**src/sv/stc_pkg.sv**
```systemverilog
`timescale 1ns / 1ps
`default_nettype none
// ----------------------------------------------------------------------------
// stc_pkg: shared definitions for the level trigger capture block
// Types, codes and default sizes used by the front end, the job queue and
// the result back end.
// ----------------------------------------------------------------------------
package stc_pkg;

   // default capture length and job queue depth
   localparam int CAPTURE_LENGTH_DEF = 200;
   localparam int QUEUE_DEPTH_DEF    = 4;

   // trigger level after reset
   localparam logic [7:0] TRIGGER_RESET = 8'd128;

   // request opcodes
   localparam logic OP_SAMPLE = 1'b0;
   localparam logic OP_REARM  = 1'b1;

   // trigger phase codes
   localparam logic [2:0] PH_SEARCH  = 3'd0;
   localparam logic [2:0] PH_FIRST   = 3'd1;
   localparam logic [2:0] PH_SECOND  = 3'd2;
   localparam logic [2:0] PH_CAPTURE = 3'd3;
   localparam logic [2:0] PH_DONE    = 3'd4;

   // one job from front to back: a single sample or the three trigger samples
   typedef struct packed {
      logic       triple;
      logic [7:0] val0;
      logic [7:0] val1;
      logic [7:0] val2;
      logic [7:0] idx;
   } stc_job_type;

   // queue status seen by both sides
   typedef struct packed {
      logic empty;
      logic full;
   } stc_qstat_type;

endpackage
`default_nettype wire

```
**src/sv/scope_trigger_capture.sv**
```systemverilog
`timescale 1ns / 1ps
`default_nettype none
// ----------------------------------------------------------------------------
// scope_trigger_capture: level trigger and streamed capture
// Watches an 8-bit sample stream for the trigger level, qualifies it by two
// following samples, then streams CAPTURE_LENGTH samples with their indices.
// ----------------------------------------------------------------------------
// The block takes one request word per clock while its job queue has room
// (QUEUE_DEPTH jobs); result words leave at one per clock, while rsp_ready
// is high, through a registered output. Each captured sample yields one
// result word, except the qualifying sample, which releases the three trigger
// samples as three result words; the queue absorbs that burst, so with the
// result side always ready the input sees at most a short stall right after the trigger.
// Rearm words clear the trigger and capture state; trigger_level survives.
// Write the trigger level only while no results are outstanding.
module scope_trigger_capture
   import stc_pkg::*;
#(
   parameter int CAPTURE_LENGTH = CAPTURE_LENGTH_DEF,
   parameter int QUEUE_DEPTH    = QUEUE_DEPTH_DEF
) (
   input  wire logic       clock,
   input  wire logic       reset,
   input  wire logic       req_valid,
   output logic            req_ready,
   input  wire logic       req_op,
   input  wire logic [7:0] req_sample,
   output logic            rsp_valid,
   input  wire logic       rsp_ready,
   output logic [7:0]      rsp_captured_value,
   output logic [7:0]      rsp_capture_index,
   output logic            rsp_last_of_capture,
   input  wire logic       csr_wr_en,
   input  wire logic [7:0] csr_wr_data
);

   localparam logic [7:0] LAST_IDX = 8'(CAPTURE_LENGTH - 1);

   stc_qstat_type q_stat;
   stc_job_type   push_job;
   stc_job_type   head_job;
   logic          job_push;
   logic          job_pop;

   // front end: intake and trigger qualifier
   stc_front #(
      .CAPTURE_LENGTH (CAPTURE_LENGTH)
   ) u_front (
      .clock       (clock),
      .reset       (reset),
      .req_valid   (req_valid),
      .req_ready   (req_ready),
      .req_op      (req_op),
      .req_sample  (req_sample),
      .csr_wr_en   (csr_wr_en),
      .csr_wr_data (csr_wr_data),
      .q_stat      (q_stat),
      .job_push    (job_push),
      .job         (push_job)
   );

   // job queue
   stc_queue #(
      .QUEUE_DEPTH (QUEUE_DEPTH)
   ) u_queue (
      .clock    (clock),
      .reset    (reset),
      .push     (job_push),
      .push_job (push_job),
      .pop      (job_pop),
      .head_job (head_job),
      .stat     (q_stat)
   );

   // back end: result words
   stc_back #(
      .CAPTURE_LENGTH (CAPTURE_LENGTH)
   ) u_back (
      .clock               (clock),
      .reset               (reset),
      .head_job            (head_job),
      .q_stat              (q_stat),
      .pop                 (job_pop),
      .rsp_valid           (rsp_valid),
      .rsp_ready           (rsp_ready),
      .rsp_captured_value  (rsp_captured_value),
      .rsp_capture_index   (rsp_capture_index),
      .rsp_last_of_capture (rsp_last_of_capture)
   );

   // last flag only on the final capture position
   a_last_index: assert property (@(posedge clock) disable iff (reset)
      rsp_valid |-> (rsp_last_of_capture == (rsp_capture_index == LAST_IDX)))
      else $error("last flag does not match capture index");

   // no index past the capture length
   a_index_range: assert property (@(posedge clock) disable iff (reset)
      rsp_valid |-> (rsp_capture_index <= LAST_IDX))
      else $error("capture index beyond capture length");

   // queue never written when full, never drained when empty
   a_queue_flow: assert property (@(posedge clock) disable iff (reset)
      !(job_push && q_stat.full) && !(job_pop && q_stat.empty))
      else $error("job queue overflow or underflow");

endmodule
`default_nettype wire

```
**src/sv/stc_queue.sv**
```systemverilog
`timescale 1ns / 1ps
`default_nettype none
// ----------------------------------------------------------------------------
// stc_queue: job queue between front end and back end
// Small show-ahead fifo of capture jobs; lets each side stall on its own.
// ----------------------------------------------------------------------------
module stc_queue
   import stc_pkg::*;
#(
   parameter int QUEUE_DEPTH = QUEUE_DEPTH_DEF
) (
   input  wire logic          clock,
   input  wire logic          reset,
   input  wire logic          push,
   input  wire stc_job_type   push_job,
   input  wire logic          pop,
   output stc_job_type        head_job,
   output stc_qstat_type      stat
);

   localparam int PTR_W = (QUEUE_DEPTH > 1) ? $clog2(QUEUE_DEPTH) : 1;
   localparam int CNT_W = $clog2(QUEUE_DEPTH + 1);
   localparam logic [PTR_W-1:0] PTR_LAST = PTR_W'(QUEUE_DEPTH - 1);
   localparam logic [CNT_W-1:0] CNT_FULL = CNT_W'(QUEUE_DEPTH);

   stc_job_type      slot_ff [QUEUE_DEPTH];
   logic [PTR_W-1:0] wr_ptr_ff, wr_ptr_in;
   logic [PTR_W-1:0] rd_ptr_ff, rd_ptr_in;
   logic [CNT_W-1:0] count_ff, count_in;

   // pointer and fill count update
   always_comb begin
      wr_ptr_in = wr_ptr_ff;
      rd_ptr_in = rd_ptr_ff;
      count_in  = count_ff;
      if (push) begin
         wr_ptr_in = (wr_ptr_ff == PTR_LAST) ? '0 : wr_ptr_ff + 1'b1;
      end
      if (pop) begin
         rd_ptr_in = (rd_ptr_ff == PTR_LAST) ? '0 : rd_ptr_ff + 1'b1;
      end
      if (push && !pop) begin
         count_in = count_ff + 1'b1;
      end else if (pop && !push) begin
         count_in = count_ff - 1'b1;
      end
   end

   always_ff @(posedge clock) begin
      if (reset) begin
         wr_ptr_ff <= '0;
         rd_ptr_ff <= '0;
         count_ff  <= '0;
      end else begin
         wr_ptr_ff <= wr_ptr_in;
         rd_ptr_ff <= rd_ptr_in;
         count_ff  <= count_in;
      end
   end

   // job storage
   always_ff @(posedge clock) begin
      if (push) begin
         slot_ff[wr_ptr_ff] <= push_job;
      end
   end

   assign head_job   = slot_ff[rd_ptr_ff];
   assign stat.empty = (count_ff == '0);
   assign stat.full  = (count_ff == CNT_FULL);

endmodule
`default_nettype wire

```
**src/sv/stc_front.sv**
```systemverilog
`timescale 1ns / 1ps
`default_nettype none
// ----------------------------------------------------------------------------
// stc_front: request intake and trigger detection
// Accepts sample and rearm words, runs the trigger qualifier and capture
// counter, and queues capture jobs for the back end.
// ----------------------------------------------------------------------------
module stc_front
   import stc_pkg::*;
#(
   parameter int CAPTURE_LENGTH = CAPTURE_LENGTH_DEF
) (
   input  wire logic          clock,
   input  wire logic          reset,
   input  wire logic          req_valid,
   output logic               req_ready,
   input  wire logic          req_op,
   input  wire logic [7:0]    req_sample,
   input  wire logic          csr_wr_en,
   input  wire logic [7:0]    csr_wr_data,
   input  wire stc_qstat_type q_stat,
   output logic               job_push,
   output stc_job_type        job
);

   localparam logic [8:0] LEN_W = 9'(CAPTURE_LENGTH);

   logic [7:0] trigger_ff, trigger_in;
   logic [2:0] phase_ff, phase_in;
   logic [7:0] first_ff, first_in;
   logic [7:0] second_ff, second_in;
   logic [7:0] count_ff, count_in;
   logic       accept;
   logic       not_below;
   logic [8:0] count_next;

   assign req_ready  = !q_stat.full;
   assign accept     = req_valid && req_ready;
   assign not_below  = (req_sample >= first_ff);
   assign count_next = {1'b0, count_ff} + 9'd1;

   // trigger level register
   always_comb begin
      trigger_in = trigger_ff;
      if (csr_wr_en) begin
         trigger_in = csr_wr_data;
      end
   end

   // trigger qualifier and capture sequencing
   always_comb begin
      phase_in    = phase_ff;
      first_in    = first_ff;
      second_in   = second_ff;
      count_in    = count_ff;
      job_push    = 1'b0;
      job.triple  = 1'b0;
      job.val0    = req_sample;
      job.val1    = second_ff;
      job.val2    = req_sample;
      job.idx     = count_ff;
      if (accept) begin
         if (req_op == OP_REARM) begin
            phase_in  = PH_SEARCH;
            first_in  = '0;
            second_in = '0;
            count_in  = '0;
         end else begin
            unique case (phase_ff)
               PH_SEARCH: begin
                  if (req_sample == trigger_ff) begin
                     first_in = req_sample;
                     phase_in = PH_FIRST;
                  end
               end
               PH_FIRST: begin
                  if (not_below) begin
                     second_in = req_sample;
                     phase_in  = PH_SECOND;
                  end else begin
                     phase_in = PH_SEARCH;
                  end
               end
               PH_SECOND: begin
                  if (not_below) begin
                     job_push   = 1'b1;
                     job.triple = 1'b1;
                     job.val0   = first_ff;
                     job.idx    = '0;
                     count_in   = 8'd3;
                     phase_in   = (LEN_W <= 9'd3) ? PH_DONE : PH_CAPTURE;
                  end else begin
                     phase_in = PH_SEARCH;
                  end
               end
               PH_CAPTURE: begin
                  job_push = 1'b1;
                  count_in = count_next[7:0];
                  if (count_next >= LEN_W) begin
                     phase_in = PH_DONE;
                  end
               end
               default: begin
                  // done: samples are dropped until rearm
               end
            endcase
         end
      end
   end

   always_ff @(posedge clock) begin
      if (reset) begin
         trigger_ff <= TRIGGER_RESET;
         phase_ff   <= PH_SEARCH;
         first_ff   <= '0;
         second_ff  <= '0;
         count_ff   <= '0;
      end else begin
         trigger_ff <= trigger_in;
         phase_ff   <= phase_in;
         first_ff   <= first_in;
         second_ff  <= second_in;
         count_ff   <= count_in;
      end
   end

endmodule
`default_nettype wire

```
**src/sv/stc_back.sv**
```systemverilog
`timescale 1ns / 1ps
`default_nettype none
// ----------------------------------------------------------------------------
// stc_back: result word generation
// Drains capture jobs from the queue, one result word per cycle while rsp_ready
// allows, into the registered result channel; a trigger job yields three words.
// ----------------------------------------------------------------------------
module stc_back
   import stc_pkg::*;
#(
   parameter int CAPTURE_LENGTH = CAPTURE_LENGTH_DEF
) (
   input  wire logic          clock,
   input  wire logic          reset,
   input  wire stc_job_type   head_job,
   input  wire stc_qstat_type q_stat,
   output logic               pop,
   output logic               rsp_valid,
   input  wire logic          rsp_ready,
   output logic [7:0]         rsp_captured_value,
   output logic [7:0]         rsp_capture_index,
   output logic               rsp_last_of_capture
);

   localparam logic [8:0] LEN_W = 9'(CAPTURE_LENGTH);

   logic       valid_ff, valid_in;
   logic [1:0] slot_ff, slot_in;
   logic [7:0] value_ff, value_in;
   logic [7:0] index_ff, index_in;
   logic       last_ff, last_in;
   logic       load;
   logic       job_done;
   logic [8:0] idx_k;

   // slot within the current job and its index
   assign idx_k    = {1'b0, head_job.idx} + {7'd0, slot_ff};
   assign job_done = !head_job.triple || (slot_ff == 2'd2);
   assign load     = !valid_ff || rsp_ready;
   assign pop      = load && !q_stat.empty && job_done;

   // output register next values
   always_comb begin
      valid_in = valid_ff;
      slot_in  = slot_ff;
      value_in = value_ff;
      index_in = index_ff;
      last_in  = last_ff;
      if (load) begin
         valid_in = !q_stat.empty;
         if (!q_stat.empty) begin
            case (slot_ff)
               2'd0:    value_in = head_job.val0;
               2'd1:    value_in = head_job.val1;
               default: value_in = head_job.val2;
            endcase
            index_in = idx_k[7:0];
            last_in  = ((idx_k + 9'd1) >= LEN_W);
            slot_in  = job_done ? 2'd0 : slot_ff + 2'd1;
         end
      end
   end

   always_ff @(posedge clock) begin
      if (reset) begin
         valid_ff <= 1'b0;
         slot_ff  <= '0;
      end else begin
         valid_ff <= valid_in;
         slot_ff  <= slot_in;
      end
   end

   always_ff @(posedge clock) begin
      value_ff <= value_in;
      index_ff <= index_in;
      last_ff  <= last_in;
   end

   assign rsp_valid           = valid_ff;
   assign rsp_captured_value  = value_ff;
   assign rsp_capture_index   = index_ff;
   assign rsp_last_of_capture = last_ff;

endmodule
`default_nettype wire

```
**config.mk**
```make
export PLATFORM = sky130hd
export DESIGN_NAME = scope_trigger_capture
export DESIGN_NICKNAME = d
export VERILOG_FILES = /design/src/sv/stc_pkg.sv /design/src/sv/scope_trigger_capture.sv /design/src/sv/stc_queue.sv /design/src/sv/stc_front.sv /design/src/sv/stc_back.sv
export SDC_FILE = /design/constraint.sdc
export NUM_CORES = 1
export LEC_CHECK = 0
export BUFFER_PORTS_ARGS = -buffer_cell sky130_fd_sc_hd__buf_2
export CAP_MARGIN = 10
export CORE_MARGIN = 3
export CORE_UTILIZATION = 61
export DETAILED_ROUTE_END_ITERATION = 8
export PLACE_DENSITY = 0.78
export SYNTH_ARGS = -nofsm -noshare
export SYNTH_HDL_FRONTEND = slang
export SYNTH_HIERARCHICAL = 1
export SYNTH_SLANG_ARGS = --single-unit
```
**constraint.sdc**
```tcl
create_clock -name clock -period 3.89 [get_ports clock]
set_clock_uncertainty 0.05 [all_clocks]
set_input_delay 0.9725 -clock clock [delete_from_list [all_inputs] [get_ports clock]]
set_output_delay 0.9725 -clock clock [all_outputs]
set_load 0.05 [all_outputs]
```
==> impl_metrics.toml, run 1 <==
[status]
status = "complete, no violations"

[synth]
async_flop_share_pct = 0
synth-simple-area-share_pct = 9.10
synth_common_cells = "edfxtp_1 (149), dfxtp_1 (47), nor2_1 (38)"
yosysUniqueCellTypes = 64
syn_nets = 635
synth_edf_count = 149
synth_compound_area_share_pct = 7.33
synth_most_common_cell = "edfxtp_1"
ys_ff_latch = 196
syn-cell-area_um2 = 8560
yosysSeqAreaShare_pct = 63.2
ys.flop_type = "edfxtp_1"
netlist_top_cells_area = "edfxtp_1 (52%), dfxtp_1 (11%), mux4_2 (7.9%), ha_1 (3.1%), nor2_1 (1.7%)"
synth_area_per_cell_um2 = 14.5
ys_warn_count = 6
synth_fa_ha_area_share_pct = 3.54
synthXorXnorAreaFrac_pct = 1.74
synthMuxAreaShare_pct = 11.3
synth_top_family_by_area = "multiplexers"
yosys.area.top_type = "edfxtp_1"
synth_cells = 590
yosysTopAreaCellShare_pct = 52.2

[clock_tree]
clk_latency_ns = 0.43
cts_resized = 0
clkTransAtPathRegs_ns = 0.06
cts_buffers = 17
root_buffer = "clkbuf_16"
cts_tree = "built"
hold_buffers = 0
cts_buffer_depth = 2
post-cts-setup-buffers = 0
htreeDepth = 4
cts.sinks = 196

[global_routing]
grt_pass1_vias = 5237
grt-ovfl-total = 0
grt_util_all_layers_pct = 23.1
grt_antenna_before_repair = 0
grt_pass1_wl_mm = 27.9
grt_max_degree = 51

[placed_design]
hpwlAfterDp_mm = 10.8
dp_worst_setup_slack_ns = 0.0687
placed_area_um2 = 8860
routabilityCongestion = 0.841
port_buffers = 40
dp.cells = 787

[timing]
rsz0062_at_grt = "no"
max_slew_margin_pct = 35.2
slew_violations = 0
finalCriticalPeriod_ns = 3.40
tightest_slew_ns = 0.972
setup_tns_ns = 0
hold_ws_ns = 0.437
setup_slack_ns = 0.490
post-route-period-util_pct = 87.4
setup_viol = 0
fmax_mhz = 294
hold_viol = 0

[floorplanning]
die_x_um = 124
initial_core_util_pct = 63.4
row_count = 42
die_h_um = 124
die_area_um2 = 15500
pin_count = 41
coreArea_um2 = 13500

[setup_path]
worstPathArrival_ns = 3.70
crit_fanout = 3
critPathLaunchType = "primary input"
critPathCaptureType = "register"
cp-startpoint = "req_sample[7]"
timing.rr.start = "u_front/first_ff[7]"
timing.rr.end = "u_queue/count_ff[2]"
cp_data_required_time_ns = 4.19
crit_type = "primary input to register"
reg2reg_slack_ns = 0.73
rr_worst_depth = 13
crit_path_end = "u_queue/count_ff[2]"

[finish]
final_nets = 675
fin_area_um2 = 9450
drive_gt1_share_pct = 21.2
utilization_pct = 70.0
area_delta_synth_final_pct = 10.3
layout.cells.non_filler = 819
antennaDiodeCount = 0
n_fill_cell = 873

[drt]
drc = 0
via_count = 5167
drtIter0Drc = 690
wl_per_cell_um = 21.0
via_per_inst = 6.31
drt-total-wl_mm = 17.2
drt_pass1_iterations = 5
final_antenna_net_count = 0

[flow_run]
maxCapViolCount = 0

[min_path]
hold_class = "register to register"
holdCritStartpoint = "u_front/first_ff[1]"

[power_and_ir_drop]
peakVddDrop_v = 0.000294
p_seq_share_pct = 46.3
p_leak_nw = 3.30
power.density_nw_per_um2 = 570
combPwrFrac_pct = 21.7
p_sw_share_pct = 29.6
internal-power_mw = 3.79
p_clk_share_pct = 32.0
p_switching_mw = 1.60
total_power_mw = 5.39
## worst min-delay path by stage
stage	endpoint	slack (ns)	cells past startpoint
after floorplan	u_front/first_ff[1]	0.41	2
after global placement	u_front/first_ff[4]	0.42	2
after detailed placement	u_front/first_ff[1]	0.43	2
after CTS	u_front/first_ff[2]	0.44	2
after global routing	u_front/first_ff[1]	0.46	2
final	u_front/first_ff[1]	0.44	2
## layout make-up
class | count | area [um2] | area share [%]
clock buffers | 21 | 460 | 4.87
clock inverters | 11 | 126 | 1.34
repair buffers | 56 | 320 | 3.39
well taps | 176 | 220 | 2.33
flip-flops and latches | 196 | 5420 | 57.3
multi-input cells | 339 | 2830 | 29.9
inverters | 20 | 75.1 | 0.795
## kinds of logic after synthesis
kind of cell / Yosys count
xor gates and xnor gates: 17
DFF: 196
adders and majority gates: 23
muxes: 53
AOI/OAI and AO/OA: 94
buffers and inverters: 55
and+or+nand+nor: 152
## worst max-delay path, cell delays in order
cell and delay (ns):
buf_2 0.11, ha_1 0.30, nand2_1 0.07, o21ai_0 0.42
a211o_1 0.22, nand3_1 0.14, nor2_1 0.17, ha_1 0.21
inv_1 0.06, fa_1 0.38, xor2_1 0.16, or3_1 0.31
a21oi_1 0.16
## cells in the final DEF (no fill, tap or decap), types with 7 or more instances in the layout
cell	Yosys	layout
inv_1	19	19
a22oi_1	9	9
a32oi_1	9	9
o21ai_0	18	18
nor3_1	7	7
ha_1	21	21
mux2_2	8	8
dfxtp_1	47	46
xor2_1	11	11
buf_4	8	16
clkbuf_16	0	17
buf_2	7	40
a21oi_1	26	26
nand2_1	33	33
edfxtp_1	149	149
nand3_1	20	20
and2_1	7	7
mux2i_1	11	11
mux4_2	30	30
nor2_1	38	38
nand2b_1	9	9
## per-layer routing
metal	share of wire [%]	GRT usage, %	vias to the layer above
li1	-	-	2326
met1	41	29.7	2564
met2	49	37.8	243
met3	8.1	5.23	34
met4	1.8	10.4	0
met5	0	0	-
## power by group through the flow
stage / Combinational [mW] / Sequential, mW / Clock [mW]
6_report: 1.17 / 2.49 / 1.72
2_1_floorplan: 0.718 / 2.78 / 0
4_1_cts: 1.18 / 2.50 / 1.74
3_3_place_gp: 1.15 / 2.54 / 0
5_1_grt: 1.27 / 2.51 / 1.82
3_5_place_dp: 1.17 / 2.54 / 0
## state kept, by name (all words and copies together) (netlist names), 2 cells and up, named ones only
name / cells
u_back/rsp_captured_value: 8
u_front/trigger_ff: 8
u_front/first_ff: 8
u_queue/slot_ff: 132
u_back/slot_ff: 2
u_front/phase_ff: 3
u_front/count_ff: 8
u_queue/count_ff: 3
u_back/rsp_capture_index: 8
u_front/second_ff: 8
u_queue/rd_ptr_ff: 2
u_queue/wr_ptr_ff: 2
No activity file was read; power rests on OpenSTA's default activity.
==> run 2: changes to the inputs <==
Settings changed: CORE_ASPECT_RATIO set to 1.75.
==> impl_metrics.toml, run 2 (synthesized netlist as in run 1, its figures left out) <==
[status]
status = "complete, no violations"

[timing]
rsz0062_at_grt = "no"
post-route-period-util_pct = 89.9
tightest_slew_ns = 0.976
setup_viol = 0
slew_violations = 0
max_slew_margin_pct = 34.9
setup_slack_ns = 0.392
hold_viol = 0
fmax_mhz = 286
finalCriticalPeriod_ns = 3.50

[floorplanning]
initial_core_util_pct = 63.0
die_area_um2 = 15600
die_h_um = 163
coreArea_um2 = 13600
pin_count = 41
row_count = 56
die_x_um = 95.6

[placed_design]
dp.cells = 786
dp_worst_setup_slack_ns = -0.00978
port_buffers = 40
hpwlAfterDp_mm = 10.9
placed_area_um2 = 8870
routabilityCongestion = 0.806

[drt]
via_count = 5123
drtIter0Drc = 549
dr_wl_met2_mm = 9.39
wl_met1_mm = 6.16
drt-total-wl_mm = 17.0
via_per_inst = 6.26
routed.top_layer = "met4"
final_antenna_net_count = 0
drc = 0
drt_pass1_iterations = 5
dr_wl_met3_um = 870
wl_per_cell_um = 20.7

[clock_tree]
cts_buffer_depth = 2
clkTransAtPathRegs_ns = 0.07
clk_latency_ns = 0.43
cts_tree = "built"
htreeDepth = 4
post-cts-setup-buffers = 0
cts.sinks = 196
cts_resized = 0
root_buffer = "clkbuf_16"
cts_buffers = 17
hold_buffers = 0

[finish]
antennaDiodeCount = 0
final_nets = 676
largest_reg_flops = 132
multi_input_area_um2 = 2830
area_delta_synth_final_pct = 10.2
regMostFlops = "u_queue/slot_ff"
layout_commonest_cell = "edfxtp_1"
n_fill_cell = 942
seq_area_um2 = 5420
layout_common_cells = "edfxtp_1 (149), dfxtp_1 (46), buf_2 (40), nor2_1 (38), nand2_1 (33)"
layout.cells.non_filler = 818
drive_gt1_share_pct = 21.3
fin_area_um2 = 9430

[setup_path]
critPathLaunchType = "primary input"
crit_fanout = 3
timing.rr.start = "u_front/first_ff[3]"
critPathCaptureType = "register"
worstPathArrival_ns = 3.79
crit_type = "primary input to register"
cp_data_required_time_ns = 4.18
cp-startpoint = "req_sample[0]"

[global_routing]
grt_max_degree = 51
grt-ovfl-total = 0
grt_util_all_layers_pct = 24.0
grt_pass1_vias = 5421
grt_antenna_before_repair = 0
grt_pass1_wl_mm = 27.8

[power_and_ir_drop]
power.density_nw_per_um2 = 565
p_switching_mw = 1.64
internal-power_mw = 3.69
combPwrFrac_pct = 22.0
p_clk_share_pct = 31.3
p_leak_nw = 3.30
p_sw_share_pct = 30.8
peakVddDrop_v = 0.000328
p_seq_share_pct = 46.7

[min_path]
holdCritStartpoint = "u_front/first_ff[7]"
hold_class = "register to register"

[flow_run]
maxCapViolCount = 0
[run 2: area by class of cell]
class,instances,share of cell area [%]
clock buffer,20,4.85
clock inverter,12,1.17
inverter,20,0.796
multi-input combinational,339,30.0
sequential,196,57.4
tap,174,2.31
timing repair buffer,57,3.47
[run 2: final timing paths]
path / end / slack, ns / depth (start not counted)
hold / removal: u_front/first_ff[7] / 0.45 / 2
hold reg to reg: u_front/first_ff[7] / 0.45 / 2
setup / recovery: u_queue/count_ff[2] / 0.39 / 15
setup reg to reg: u_queue/count_ff[2] / 0.70 / 13
[run 2: worst max-delay path, cell delays in order]
cell	delay [ns]
buf_2	0.09
inv_1	0.05
ha_1	0.27
nand2b_4	0.11
a211oi_2	0.07
o21bai_1	0.35
a211o_1	0.27
nand3_1	0.14
nor2_1	0.19
ha_1	0.22
inv_1	0.06
fa_1	0.38
xor2_1	0.17
or3_1	0.32
a21oi_1	0.15
[run 2: per-layer routing]
layer	global-route usage [%]	vias up
met5	0	-
met4	11.7	0
met3	4.67	42
met2	41.2	198
met1	28.5	2550
li1	-	2333
[run 2: per-stage QoR]
| stage | setup TNS (ns) | utilization (%) | hold WS [ns] | power (mW) |
|---|---|---|---|---|
| 4_1_cts | 0 | 69.4 | 0.446 | 5.37 |
| 3_3_place_gp | 0 | 65.2 | 0.424 | 3.69 |
| 3_5_place_dp | -0.00978 | 65.2 | 0.436 | 3.72 |
| 5_1_grt | 0 | 69.4 | 0.465 | 5.56 |
| 2_1_floorplan | 0 | - | 0.409 | 3.50 |
| 6_report | 0 | 69.4 | 0.447 | 5.33 |
[run 2: power by group through the flow]
| stage | sequential [mW] | clock, mW | combinational, mW |
|---|---|---|---|
| global placement | 2.54 | 0 | 1.15 |
| CTS | 2.50 | 1.69 | 1.18 |
| global route | 2.52 | 1.79 | 1.26 |
| floorplan | 2.78 | 0 | 0.718 |
| detailed placement | 2.55 | 0 | 1.18 |
| finish | 2.49 | 1.67 | 1.17 |
==> run 3: changes to the inputs <==
Settings changed: MAX_ROUTING_LAYER set to met4.
==> impl_metrics.toml, run 3 (synthesized netlist as in run 1, its figures left out) <==
[power_and_ir_drop]
peakVddDrop_v = 0.000330
p_leak_nw = 3.30
power.density_nw_per_um2 = 566
total_power_mw = 5.34

[floorplanning]
die_h_um = 163
die_area_um2 = 15600
coreArea_um2 = 13600
pin_count = 41
initial_core_util_pct = 63.0
row_count = 56
die_x_um = 95.6

[clock_tree]
post-cts-setup-buffers = 0
cts_buffer_depth = 2
cts_resized = 0
cts_buffers = 17
clk_latency_ns = 0.43
cts.sinks = 196
cts_tree = "built"
hold_buffers = 0
clkTransAtPathRegs_ns = 0.07
root_buffer = "clkbuf_16"
htreeDepth = 4

[global_routing]
grt_util_all_layers_pct = 24.7
grt_antenna_before_repair = 0
grt-ovfl-total = 0
grt_max_degree = 51
grt_pass1_vias = 5404
grt_pass1_wl_mm = 27.8

[placed_design]
dp_worst_setup_slack_ns = -0.00978
routabilityCongestion = 0.819
port_buffers = 40
hpwlAfterDp_mm = 10.9
dp.cells = 786

[finish]
layout.cells.non_filler = 818
final_nets = 676
layout_common_cells = "edfxtp_1 (149), dfxtp_1 (46), buf_2 (40), nor2_1 (38), nand2_1 (33)"
area_delta_synth_final_pct = 10.2
largest_reg_flops = 132
drive_gt1_share_pct = 21.3
antennaDiodeCount = 0
layout_commonest_cell = "edfxtp_1"
regMostFlops = "u_queue/slot_ff"
utilization_pct = 69.4

[timing]
setup_slack_ns = 0.407
hold_viol = 0
tightest_slew_ns = 0.964
max_slew_margin_pct = 35.7
finalCriticalPeriod_ns = 3.48
fmax_mhz = 287
slew_violations = 0
rsz0062_at_grt = "no"
setup_viol = 0
hold_ws_ns = 0.447
post-route-period-util_pct = 89.5

[min_path]
hold_class = "register to register"

[setup_path]
cp_data_required_time_ns = 4.19
worstPathCellList = "buf_2, inv_1, ha_1, nand2b_4, a211oi_2, o21bai_1, a211o_1, nand3_1, nor2_1, ha_1, inv_1, fa_1, xor2_1, or3_1, a21oi_1"
critPathLaunchType = "primary input"
slowest_stage = "fa_1"
crit_type = "primary input to register"
critPathCaptureType = "register"
worstPathArrival_ns = 3.78
critPathMaxStageDelay_ns = 0.38
crit_fanout = 3

[flow_run]
maxCapViolCount = 0

[drt]
drt_pass1_iterations = 5
wl_per_cell_um = 20.7
drtIter0Drc = 546
via_count = 5117
final_antenna_net_count = 0
via_per_inst = 6.26
drt-total-wl_mm = 16.9
drc = 0

[status]
status = "complete, no violations"
run 3: worst max-delay path, delay by kind of cell:
family                   cells  cell delay [ns]
AO/OA/AOI/OAI                4             0.82
XOR/XNOR                     1             0.17
adder cells (fa/ha/maj)      3             0.86
buffers and inverters        3             0.20
AND/OR/NAND/NOR              4             0.75
run 3: report_power, final:
part | leakage (nW) | total, mW | internal [mW] | switching, mW
Clock | 0.283 | 1.67 | 0.885 | 0.789
Combinational | 1.25 | 1.17 | 0.396 | 0.772
Sequential | 1.77 | 2.49 | 2.41 | 0.0818
Total | 3.30 | 5.34 | 3.69 | 1.64
run 3: layout make-up:
cell class / count / area (um2)
clock inverters: 12 / 110
repair buffers: 57 / 328
well taps: 174 / 218
multi-input cells: 339 / 2830
flip-flops and latches: 196 / 5420
fillers: 942 / 4160
inverters: 20 / 75.1
clock buffers: 20 / 458
run 3: stage by stage:
step                 TNS, ns  instance area, um2
finish                     0                9430
global route               0                9430
CTS                        0                9430
detailed placement  -0.00978                8870
global placement           0                8870
floorplan                  0                8560
run 3: path summary, 6_finish.rpt:
path | from | endpoint | slack, ns | cells past startpoint
setup / recovery | req_sample[0] | u_queue/count_ff[2] | 0.41 | 15
hold / removal | u_front/first_ff[7] | u_front/first_ff[7] | 0.45 | 2
setup reg to reg | u_front/first_ff[3] | u_queue/count_ff[2] | 0.66 | 13
hold reg to reg | u_front/first_ff[7] | u_front/first_ff[7] | 0.45 | 2
run 3: routing by layer:
metal  routed length (um)  track usage, %  up-vias
li1                     -               -     2332
met1                 6270            28.3     2534
met2                 9280            41.3      204
met3                  827            4.39       47
met4                  525            11.9        0
met5                    0               -        -
